<file path="src/rtl/core/homogeneous_point_transform_unit_defines.svh">
// Assertion macros for the homogeneous point transform unit.
// Expects clk and rst_n in the scope of each use.
`ifndef HOMOGENEOUS_POINT_TRANSFORM_UNIT_DEFINES_SVH
`define HOMOGENEOUS_POINT_TRANSFORM_UNIT_DEFINES_SVH

// Same-cycle implication, checked at every edge outside reset.
`define HPTU_ASSERT_NOW(label, ante, cons, msg) \
    label: assert property (@(posedge clk) disable iff (!rst_n) (ante) |-> (cons)) \
        else $error(msg);

// Next-cycle implication, checked at every edge outside reset.
`define HPTU_ASSERT_NEXT(label, ante, cons, msg) \
    label: assert property (@(posedge clk) disable iff (!rst_n) (ante) |=> (cons)) \
        else $error(msg);

`endif

</file>
<file path="src/rtl/core/hptu_pkg.sv">
// Package for the homogeneous point transform unit: beat types and constants.
// No dependencies.
`default_nettype none
package hptu_pkg;

    localparam int unsigned ACC_W       = 66;
    localparam int unsigned DIV_W       = 98;
    localparam int unsigned Q_W         = 32;
    localparam int unsigned QUEUE_DEPTH = 2;
    localparam logic [31:0] ONE_Q16     = 32'h0001_0000;
    localparam logic [31:0] SAT_POS     = 32'h7FFF_FFFF;
    localparam logic [31:0] SAT_NEG     = 32'h8000_0000;

    typedef enum logic [1:0] {
        OP_WRITE = 2'd0,
        OP_READ  = 2'd1,
        OP_XFORM = 2'd2
    } op_t;

    typedef struct packed {
        op_t                operation;
        logic [1:0]         row;
        logic [1:0]         column;
        logic signed [31:0] coefficient;
        logic signed [31:0] point_x;
        logic signed [31:0] point_y;
        logic signed [31:0] point_z;
    } request_t;

    typedef struct packed {
        logic signed [31:0] out_x;
        logic signed [31:0] out_y;
        logic signed [31:0] out_z;
        logic signed [31:0] read_value;
        logic               w_zero;
        logic               saturated;
    } result_t;

    // Row sums handed from the front to the back.
    typedef struct packed {
        logic                   is_read;
        logic [31:0]            read_value;
        logic [3:0][ACC_W-1:0]  acc;
    } xfer_t;

    typedef struct packed {
        logic [DIV_W-1:0] n;
        logic [Q_W-1:0]   q;
        logic             neg;
        logic             sat;
    } lane_t;

    typedef struct packed {
        logic               is_read;
        logic               w_zero;
        logic [31:0]        read_value;
        logic [DIV_W-1:0]   d;
        logic [2:0]         unused_pad;
        lane_t [2:0]        lane;
    } div_stage_t;

endpackage
`default_nettype wire

</file>
<file path="src/rtl/core/hptu_queue.sv">
// Short queue of row-sum beats between front and back.
// Depends on hptu_pkg.
`default_nettype none
module hptu_queue
    import hptu_pkg::*;
#(
    parameter int unsigned DEPTH = QUEUE_DEPTH
)
(
    input  wire logic  clk,
    input  wire logic  rst_n,
    input  wire logic  wr_en,
    input  wire xfer_t wr_data,
    output logic       q_full,
    input  wire logic  rd_en,
    output logic       q_empty,
    output xfer_t      rd_data
);

    localparam int unsigned PTR_W = (DEPTH > 1) ? $clog2(DEPTH) : 1;
    localparam int unsigned CNT_W = $clog2(DEPTH + 1);

    xfer_t              mem_reg [DEPTH];
    logic [PTR_W-1:0]   wr_ptr_reg, rd_ptr_reg;
    logic [CNT_W-1:0]   count_reg;

    assign q_full  = (count_reg == CNT_W'(DEPTH));
    assign q_empty = (count_reg == '0);
    assign rd_data = mem_reg[rd_ptr_reg];

    always_ff @(posedge clk or negedge rst_n)
    begin
        if (!rst_n)
        begin
            wr_ptr_reg <= '0;
            rd_ptr_reg <= '0;
            count_reg  <= '0;
        end
        else
        begin
            if (wr_en)
            begin
                wr_ptr_reg <= (wr_ptr_reg == PTR_W'(DEPTH - 1)) ? '0 : wr_ptr_reg + 1'b1;
            end
            if (rd_en)
            begin
                rd_ptr_reg <= (rd_ptr_reg == PTR_W'(DEPTH - 1)) ? '0 : rd_ptr_reg + 1'b1;
            end
            if (wr_en && !rd_en)
            begin
                count_reg <= count_reg + 1'b1;
            end
            else if (rd_en && !wr_en)
            begin
                count_reg <= count_reg - 1'b1;
            end
        end
    end

    always_ff @(posedge clk)
    begin
        if (wr_en)
        begin
            mem_reg[wr_ptr_reg] <= wr_data;
        end
    end

endmodule
`default_nettype wire

</file>
<file path="config.mk">
export PLATFORM = sky130hd
export DESIGN_NAME = hptu_queue
export DESIGN_NICKNAME = d
export VERILOG_FILES = /design/src/rtl/core/homogeneous_point_transform_unit_defines.svh /design/src/rtl/core/hptu_pkg.sv /design/src/rtl/core/hptu_queue.sv
export SDC_FILE = /design/constraint.sdc
export NUM_CORES = 1
export LEC_CHECK = 0
export ABC_AREA = 1
export BUFFER_PORTS_ARGS = -buffer_cell sky130_fd_sc_hd__buf_4
export CAP_MARGIN = 30
export CORE_AREA = 2 2 235 237
export CTS_BUF_LIST = sky130_fd_sc_hd__clkbuf_16
export CTS_CLUSTER_DIAMETER = 30
export DETAILED_ROUTE_END_ITERATION = 7
export DIE_AREA = 0 0 237 239
export PLACE_DENSITY_LB_ADDON = 0.08
export REMOVE_ABC_BUFFERS = 1
export SLEW_MARGIN = 20
export SYNTH_ARGS = -nofsm -noshare
export SYNTH_HDL_FRONTEND = slang
export SYNTH_SLANG_ARGS = --single-unit
</file>
<file path="constraint.sdc">
create_clock -name clk -period 22.8 [get_ports clk]
set_input_delay 2.28 -clock clk [delete_from_list [all_inputs] [get_ports clk]]
set_output_delay 2.28 -clock clk [all_outputs]
set_load 0.05 [all_outputs]
</file>
==> qor.txt, run 1 <==
asr flop ratio synth: 0.00669
most frequent cell after synthesis: edfxtp_1
Worst EP arrival: 4.58 ns
drt wl/cell: 22.1 um
crit path kind: flip-flop to output port
CTS tree: done
max FFs per register: 594
die area: 56600 um^2
Max Clock Freq: 0.146 GHz
area of the core: 54300 um^2
Max VDD drop: 93.0 uV
Cell Area, Synth: 22500 um^2
Area Overhead vs Synth: 42.6%
Commonest cells post-synth: edfxtp_1 (594), mux2_4 (201), mux2_2 (96), buf_6 (26)
first-pass GRT wire length: 77.1 mm
GRT Overall Usage: 0.189
worst rel slew slack: 0.278
clk buf depth: 3
register area share after synthesis: 0.798
initial core utilization: 0.414
Yosys reg bits: 598
I/O Buffers: 599
DP HPWL: 37.3 mm
cell count after synthesis: 949
post-CTS sizing: 0
DRC Markers: 0
Mean Syn Cell Area: 23.7 um^2
clk sinks: 598
clock latency on the worst-skew pair: 0.67 ns
vias in the first global route: 12200
Yosys top cell area share: 0.794
largest net degree at the start of global routing: 160
Total Power: 5.27 mW
# setup viols final: 0
Final Skew: 0.0262 ns
CTS Hold Bufs: 0
1st-iter DRT viols: 551
# rows: 86
cell taking the most area after synthesis: edfxtp_1
crit path cell chain: buf_4, buf_4, buf_4, mux2_2, buf_4
Post-synth EDFFs: 594
Synth warnings: 0
share of cells above drive strength 1: 0.625
worst slew pin tran: 1.08 ns
hold crit path type: flip-flop to flip-flop
Vias/cell: 4.70
status: complete, no violations
critical path's most frequent cell: buf_4
Crit-path slowest cell: buf_4
Total Wirelength: 54.7 mm
Critical Path End Type: output port
die height: 239 um
IO Pins: 600
most used flip-flop cell after synthesis: edfxtp_1
Fin. Hold Viols: 0
synth top area cells: edfxtp_1 (79%), mux2_4 (13%), mux2_2 (4.8%)
Worst setup SP type: flip-flop
die width: 237 um
final worst path period need: 6.86 ns
Lkg Pwr: 12.9 nW
power per cell area: 165 nW/um^2
# Post-CTS Setup Buffers: 0
Sum Neg Setup Slack: 0 ns
Clock Pin Slew Worst Setup and Hold Paths: 0.04 ns
CP Data Required Time: 20.52 ns
Nets: 1965
max_cap viols: 0
initial antenna violation count: 6
RSZ-0062 raised after global routing: false
antenna viol nets, final: 0
final RePlAce weighted congestion: 0.793
max-slew violation count: 0
CP peak stage delay: 0.87 ns
grt ovf: 0
TritonCTS buffer count: 135
Crit Path Max Fanout: 55
Netlist cell types: 14
via count: 11600
drt pass-1 iters: 4
H-Tree Depth: 4
CTS root buf: clkbuf_16
fin crit share: 0.301
-- layout by cell type, fill, tap and decap left out, types with 5 or more instances in the layout --
| master | n |
|---|---|
| buf_4 | 605 |
| edfxtp_1 | 594 |
| mux2_4 | 201 |
| clkbuf_16 | 140 |
| mux2_2 | 96 |
| inv_1 | 27 |
| clkinv_1 | 26 |
| clkinv_2 | 23 |
| bufinv_16 | 12 |
| clkinvlp_4 | 11 |
| nand2_1 | 5 |
| inv_6 | 5 |
| buf_12 | 5 |
-- logic make-up (layout without fill, tap and decap cells) --
kind of cell	Yosys count	count (layout)	synth area share
and+or+nand+nor	10	10	0.00184
other	0	2	0
xor gates and xnor gates	3	3	0.00117
buffers and inverters	40	860	0.0158
DFF	598	598	0.798
adders and majority gates	1	1	0.000557
muxes	297	297	0.182
-- routing by layer --
| metal | vias to the layer above | track usage | wire (um) |
|---|---|---|---|
| met5 | - | 0 | 62 |
| met4 | 10 | 0.0830 | 1460 |
| met3 | 104 | 0.102 | 5860 |
| met2 | 484 | 0.311 | 27700 |
| met1 | 5763 | 0.203 | 19600 |
| li1 | 5282 | - | - |
-- worst paths after layout --
| check | from | to | slack [ns] | cells after the start |
|---|---|---|---|---|
| worst max-delay path | rd_ptr_reg$_DFFE_PN0P_ | rd_data[288] | 15.94 | 5 |
| worst min-delay path | count_reg[0]$_DFFE_PN0P_ | count_reg[0]$_DFFE_PN0P_ | 0.55 | 1 |
| worst max register to register | wr_ptr_reg$_DFFE_PN0P_ | mem_reg[1][67]$_DFFE_PP_ | 19.60 | 5 |
| worst min register to register | count_reg[0]$_DFFE_PN0P_ | count_reg[0]$_DFFE_PN0P_ | 0.55 | 1 |
| max in group asynchronous | rst_n | rd_ptr_reg$_DFFE_PN0P_ | 21.26 | 1 |
| min in group asynchronous | rst_n | wr_ptr_reg$_DFFE_PN0P_ | 1.40 | 1 |
-- metrics by stage --
step / util / std cells / hold WS (ns) / setup WS [ns] / cell area (um^2)
5_1_grt: 0.590 / 2474 / 0.560 / 15.72 / 32000
3_5_place_dp: 0.509 / 2230 / 0.494 / 16.54 / 27700
3_3_place_gp: 0.509 / 2228 / 0.482 / 16.65 / 27600
4_1_cts: 0.590 / 2473 / 0.544 / 15.81 / 32000
2_1_floorplan: - / 916 / 0.463 / 7.11 / 22100
6_report: 0.590 / 2475 / 0.549 / 15.94 / 32000
-- area by class of cell --
type | count | area, um^2
diodes | 2 | 5.00
clock buffers | 140 | 3500
clock inverters | 103 | 856
fillers | 4103 | 22300
inverters | 7 | 33.8
multi-input cells | 311 | 4190
flip-flops and latches | 598 | 17900
well taps | 704 | 881
repair buffers | 610 | 4640
-- where the power goes --
| part | leakage, nW | switching (mW) | internal (mW) |
|---|---|---|---|
| logic | 5.06 | 1.28 | 0.667 |
| clock network | 2.20 | 0.570 | 1.23 |
| registers | 5.62 | 0.0604 | 1.46 |
-- critical path: cells and delay by family (launching register included) --
family	cells	cell delay [ns]
buf+inv	4	2.55
flops	1	0.77
mux	1	0.43
No activity file was read; power rests on OpenSTA's default activity.
==> run 2, diff against run 1 <==
- clock period: 22.8 -> 5.5 ns (I/O delays scaled with it)
==> qor.txt, run 2 (same netlist as run 1, synthesis figures left out) <==
I/O Buffers: 599 (unchanged)
1st-iter DRT viols: 531 (-3.6%)
final RePlAce weighted congestion: 0.779 (-1.7%)
Final Skew: 0.0299 ns (+0.00368 ns)
Worst R2R Start: wr_ptr_reg$_DFFE_PN0P_
IO Pins: 600 (unchanged)
largest net degree at the start of global routing: 153 (-4.4%)
Nets: 2078 (+5.8%)
TritonCTS buffer count: 140 (+3.7%)
Post-DP Area: 27700 um^2 (+0.17%)
first-pass GRT wire length: 80.1 mm (+3.8%)
worst slew pin tran: 0.954 ns (-0.129 ns)
Hold Path End: mem_reg[1][225]$_DFFE_PP_
drt wl/cell: 21.6 um (-2.1%)
initial core utilization: 0.414 (unchanged)
initial antenna violation count: 15 (+9)
post-layout util: 0.617 (+0.0270)
area of the core: 54300 um^2 (unchanged)
Total Power: 22.6 mW (+330%)
max FFs per register: 594 (unchanged)
Max VDD drop: 405 uV (+340%)
worst setup margin: 2.12 ns (-13.82 ns)
# Post-CTS Setup Buffers: 0 (unchanged)
crit path kind: flip-flop to output port
Critical Path End Type: output port
RSZ-0062 raised after global routing: false
Hold Path Origin: wr_data[225]
Reg2Reg Depth: 3 (-2)
status: complete, no violations
grt ovf: 0 (unchanged)
drt pass-1 iters: 4 (unchanged)
Max Clock Freq: 0.296 GHz
most frequent cells in the layout: buf_4 (605), edfxtp_1 (594), mux2_4 (201), clkbuf_16 (141), dlygate4sd3_1 (106)
most common cell after layout, fill and taps aside: buf_4
antenna viol nets, final: 0 (unchanged)
Vias/cell: 4.68 (-0.47%)
clk sinks: 598 (unchanged)
vias in the first global route: 13000 (+6.8%)
hold crit path type: input pin to flip-flop
die height: 239 um (unchanged)
share of cells above drive strength 1: 0.598 (-0.0276)
Worst setup SP type: flip-flop
Fin. Hold Viols: 0 (unchanged)
Total Wirelength: 56.3 mm (+2.8%)
GRT Overall Usage: 0.195 (+0.00584)
clk buf depth: 3 (unchanged)
worst slack at placement: 2.79 ns (-13.75 ns)
H-Tree Depth: 4 (unchanged)
max_cap viols: 0 (unchanged)
post-CTS sizing: 0 (unchanged)
Worst EP arrival: 2.83 ns (-1.75 ns)
DRC Markers: 0 (unchanged)
fin crit share: 0.614
clock latency on the worst-skew pair: 0.70 ns (+0.03 ns)
max-slew violation count: 0 (unchanged)
hold path cells: 1 (unchanged)
final worst path period need: 3.38 ns
Clock Pin Slew Worst Setup and Hold Paths: 0.05 ns (about the same)
Final Cell Area: 33500 um^2 (+4.6%)
# rows: 86 (unchanged)
CTS Hold Bufs: 106 (+106)
worst r2r dst: mem_reg[1][240]$_DFFE_PP_
DP HPWL: 37.3 mm (+0.14%)
die area: 56600 um^2 (unchanged)
via count: 12200 (+4.6%)
# setup viols final: 0 (unchanged)
power per cell area: 673 nW/um^2 (+310%)
die width: 237 um (unchanged)
CP Data Required Time: 4.95 ns (-15.57 ns)
Area Overhead vs Synth: 49.2%
CTS root buf: clkbuf_16
reg2reg setup slack: 3.21 ns (-16.39 ns)
worst rel slew slack: 0.364 (+0.0857)
CTS tree: done
Lkg Pwr: 13.5 nW (+4.8%)
Crit Path Max Fanout: 56 (+1.8%)
## run 2: critical path, stage by stage (launching register included)
cell and delay [ns]:
dfrtp_4 0.74, buf_16 0.30, buf_12 0.40, mux2_2 0.39, buf_4 0.19
## run 2: layer usage
layer | share of wire | track usage | vias up
met5 | 0.0021 | 0 | -
met2 | 0.51 | 0.328 | 454
met3 | 0.11 | 0.106 | 132
met1 | 0.35 | 0.201 | 6039
met4 | 0.031 | 0.0867 | 18
li1 | - | - | 5535
## run 2: how the worst max path moves through the flow
stage | startpoint | endpoint | slack, ns
floorplan | wr_en | mem_reg[0][0]$_DFFE_PP_ | -8.46
global placement | rd_ptr_reg$_DFFE_PN0P_ | rd_data[37] | 2.60
detailed placement | rd_ptr_reg$_DFFE_PN0P_ | rd_data[2] | 2.79
CTS | rd_ptr_reg$_DFFE_PN0P_ | rd_data[2] | 2.03
global route | rd_ptr_reg$_DFFE_PN0P_ | rd_data[17] | 1.97
finish | rd_ptr_reg$_DFFE_PN0P_ | rd_data[39] | 2.12
## run 2: final cells by class
| cell class | instances | area, um^2 |
|---|---|---|
| Clock buffer | 141 | 3530 |
| Timing Repair Buffer | 718 | 5750 |
| Tap cell | 704 | 881 |
| Clock inverter | 116 | 1180 |
| Antenna cell | 6 | 15.0 |
| Multi-Input combinational cell | 311 | 4190 |
| Inverter | 7 | 33.8 |
| Sequential cell | 598 | 17900 |
| Fill cell | 4005 | 20800 |
## run 2: per-stage QoR
stage	TNS, ns	cells	hold WS [ns]
2_1_floorplan	-4481.31	916	0.254
3_3_place_gp	0	2231	0.351
3_5_place_dp	0	2232	0.351
4_1_cts	0	2595	0.0000249
5_1_grt	0	2600	0.00726
6_report	0	2601	0.0516
## run 2: power breakdown
part           switching (mW)  internal, mW
Sequential              0.243          6.07
Clock                    2.53          5.54
Combinational            5.37          2.82
Total                    8.14          14.4
==> run 3, diff against run 2 <==
- clock period: 5.5 -> 2.8 ns (I/O delays scaled with it)
==> qor.txt, run 3 (same netlist as run 1, synthesis figures left out) <==
die height: 239 um (unchanged)
final worst path period need: 2.52 ns
drt wl/cell: 20.9 um (-3.2%)
reg2reg setup slack: 0.99 ns (-2.22 ns)
die width: 237 um (unchanged)
DP HPWL: 39.0 mm (+4.5%)
most common cell after layout, fill and taps aside: buf_4
area of the core: 54300 um^2 (unchanged)
final RePlAce weighted congestion: 0.810 (+4.0%)
fin crit share: 0.900
clk sinks: 598 (unchanged)
status: complete, no violations
Reg2Reg Depth: 3 (unchanged)
worst r2r dst: mem_reg[0][222]$_DFFE_PP_
# rows: 86 (unchanged)
Worst R2R Start: wr_ptr_reg$_DFFE_PN0P_
Clock Pin Slew Worst Setup and Hold Paths: 0.05 ns (about the same)
most frequent cells in the layout: buf_4 (617), edfxtp_1 (594), dlygate4sd3_1 (301), mux2_4 (201), clkbuf_16 (145)
first-pass GRT wire length: 84.9 mm (+6.1%)
Nets: 2293 (+10%)
worst slew pin tran: 0.771 ns (-0.183 ns)
die area: 56600 um^2 (unchanged)
hold crit path type: input pin to flip-flop
grt ovf: 0 (unchanged)
Critical Path Start: rd_ptr_reg$_DFFE_PN0P_
vias in the first global route: 14200 (+9.5%)
Max VDD drop: 766 uV (+89%)
Critical Path End Type: output port
Worst setup SP type: flip-flop
max FFs per register: 594 (unchanged)
largest net degree at the start of global routing: 120 (-22%)
Critical Path Sink: rd_data[260]
max_cap viols: 0 (unchanged)
GRT Overall Usage: 0.204 (+0.00922)
H-Tree Depth: 4 (unchanged)
CTS root buf: clkbuf_16
Highest Signal Layer: met5
via count: 13000 (+6.7%)
DR WL met2: 29.9 mm (+4.3%)
max-slew violation count: 0 (unchanged)
share of cells above drive strength 1: 0.543 (-0.0546)
antenna viol nets, final: 0 (unchanged)
Total Power: 44.0 mW (+95%)
Hold WS: 0.324 ns (+0.273 ns)
Final Skew: 0.0168 ns (-0.0131 ns)
CTS tree: done
Total Wirelength: 58.7 mm (+4.3%)
Max Clock Freq: 0.397 GHz
Vias/cell: 4.64 (-0.88%)
Area Overhead vs Synth: 57.6%
routed length on met1: 21.9 mm (+11%)
clk buf depth: 3 (unchanged)
CP Data Required Time: 2.52 ns (-2.43 ns)
drt pass-1 iters: 6 (+2)
TritonCTS buffer count: 140 (unchanged)
RSZ-0062 raised after global routing: false
met3 routed WL: 4.88 mm (-17%)
Worst EP arrival: 2.24 ns (-0.59 ns)
I/O Buffers: 599 (unchanged)
crit path kind: flip-flop to output port
worst rel slew slack: 0.486 (+0.122)
initial core utilization: 0.414 (unchanged)
Fin. Hold Viols: 0 (unchanged)
IO Pins: 600 (unchanged)
1st-iter DRT viols: 560 (+5.5%)
# setup viols final: 0 (unchanged)
Crit Path Max Fanout: 43 (-23%)
clock latency on the worst-skew pair: 0.68 ns (-0.02 ns)
DRC Markers: 0 (unchanged)
power per cell area: 1240 nW/um^2 (+85%)
Lkg Pwr: 14.3 nW (+6.0%)
initial antenna violation count: 6 (-9)
## run 3: cell count changes in the layout (fill, tap and decap cells not counted), moves of 3 or more
| cell | before | now |
|---|---|---|
| diode_2 | 6 | 3 |
| clkinv_8 | 5 | 2 |
| inv_1 | 28 | 21 |
| buf_12 | 6 | 14 |
| buf_4 | 605 | 617 |
| clkinvlp_4 | 16 | 9 |
| inv_6 | 7 | 10 |
| bufinv_16 | 19 | 10 |
| clkinv_1 | 17 | 25 |
| clkbuf_16 | 141 | 145 |
| dlygate4sd3_1 | 106 | 301 |
## run 3: per-stage QoR
step	instances	area, um^2	setup TNS [ns]	util	setup slack [ns]
global route	2800	35400	0	0.652	0.183
finish	2801	35400	0	0.652	0.281
detailed placement	2246	27900	0	0.514	0.752
floorplan	916	22100	-6674.78	-	-10.89
CTS	2792	35400	0	0.651	0.0213
global placement	2246	27900	0	0.514	0.785
## run 3: worst min path at each step
stage / startpoint / end / cells after the start
4_1_cts: wr_data[258] / mem_reg[1][258]$_DFFE_PP_ / 2
2_1_floorplan: rst_n / count_reg[0]$_DFFE_PN0P_ / 0
5_1_grt: wr_data[82] / mem_reg[1][82]$_DFFE_PP_ / 2
3_3_place_gp: rst_n / count_reg[1]$_DFFE_PN0P_ / 1
3_5_place_dp: rst_n / count_reg[1]$_DFFE_PN0P_ / 1
6_report: wr_data[1] / mem_reg[1][1]$_DFFE_PP_ / 2
## run 3: worst max-delay path: stages (launching register included)
cell and delay (ns):
dfrtp_4 0.45, buf_4 0.20, buf_12 0.27, mux2_2 0.39, buf_4 0.19
## run 3: final cells by class
cell class                 count  area, um^2
fill                        3794       18900
sequential                   598       17900
timing repair buffer         933        7940
multi-input combinational    311        4190
clock buffer                 145        3630
tap                          704         881
clock inverter               100         797
inverter                       7        33.8
antenna                        3        7.51
## run 3: layer usage
layer  up-vias  global-route usage
met3       116              0.0878
met5         -                   0
met4         8              0.0930
li1       5953                   -
met2       478               0.344
met1      6444               0.224
## run 3: report_power, final
group	internal (mW)	switching [mW]
logic	5.97	10.8
registers	11.9	0.400
clock network	10.2	4.76
total	28.0	16.0
## run 3: timing repair
| action | 4_1_cts | 5_1_grt |
|---|---|---|
| endpoints found under the hold margin | 601 | 0 |
| hold buffers | 301 | 0 |
| resized for setup | 0 | 1 |
| endpoints found under the setup margin | 0 | 8 |
| setup buffers | 0 | 6 |
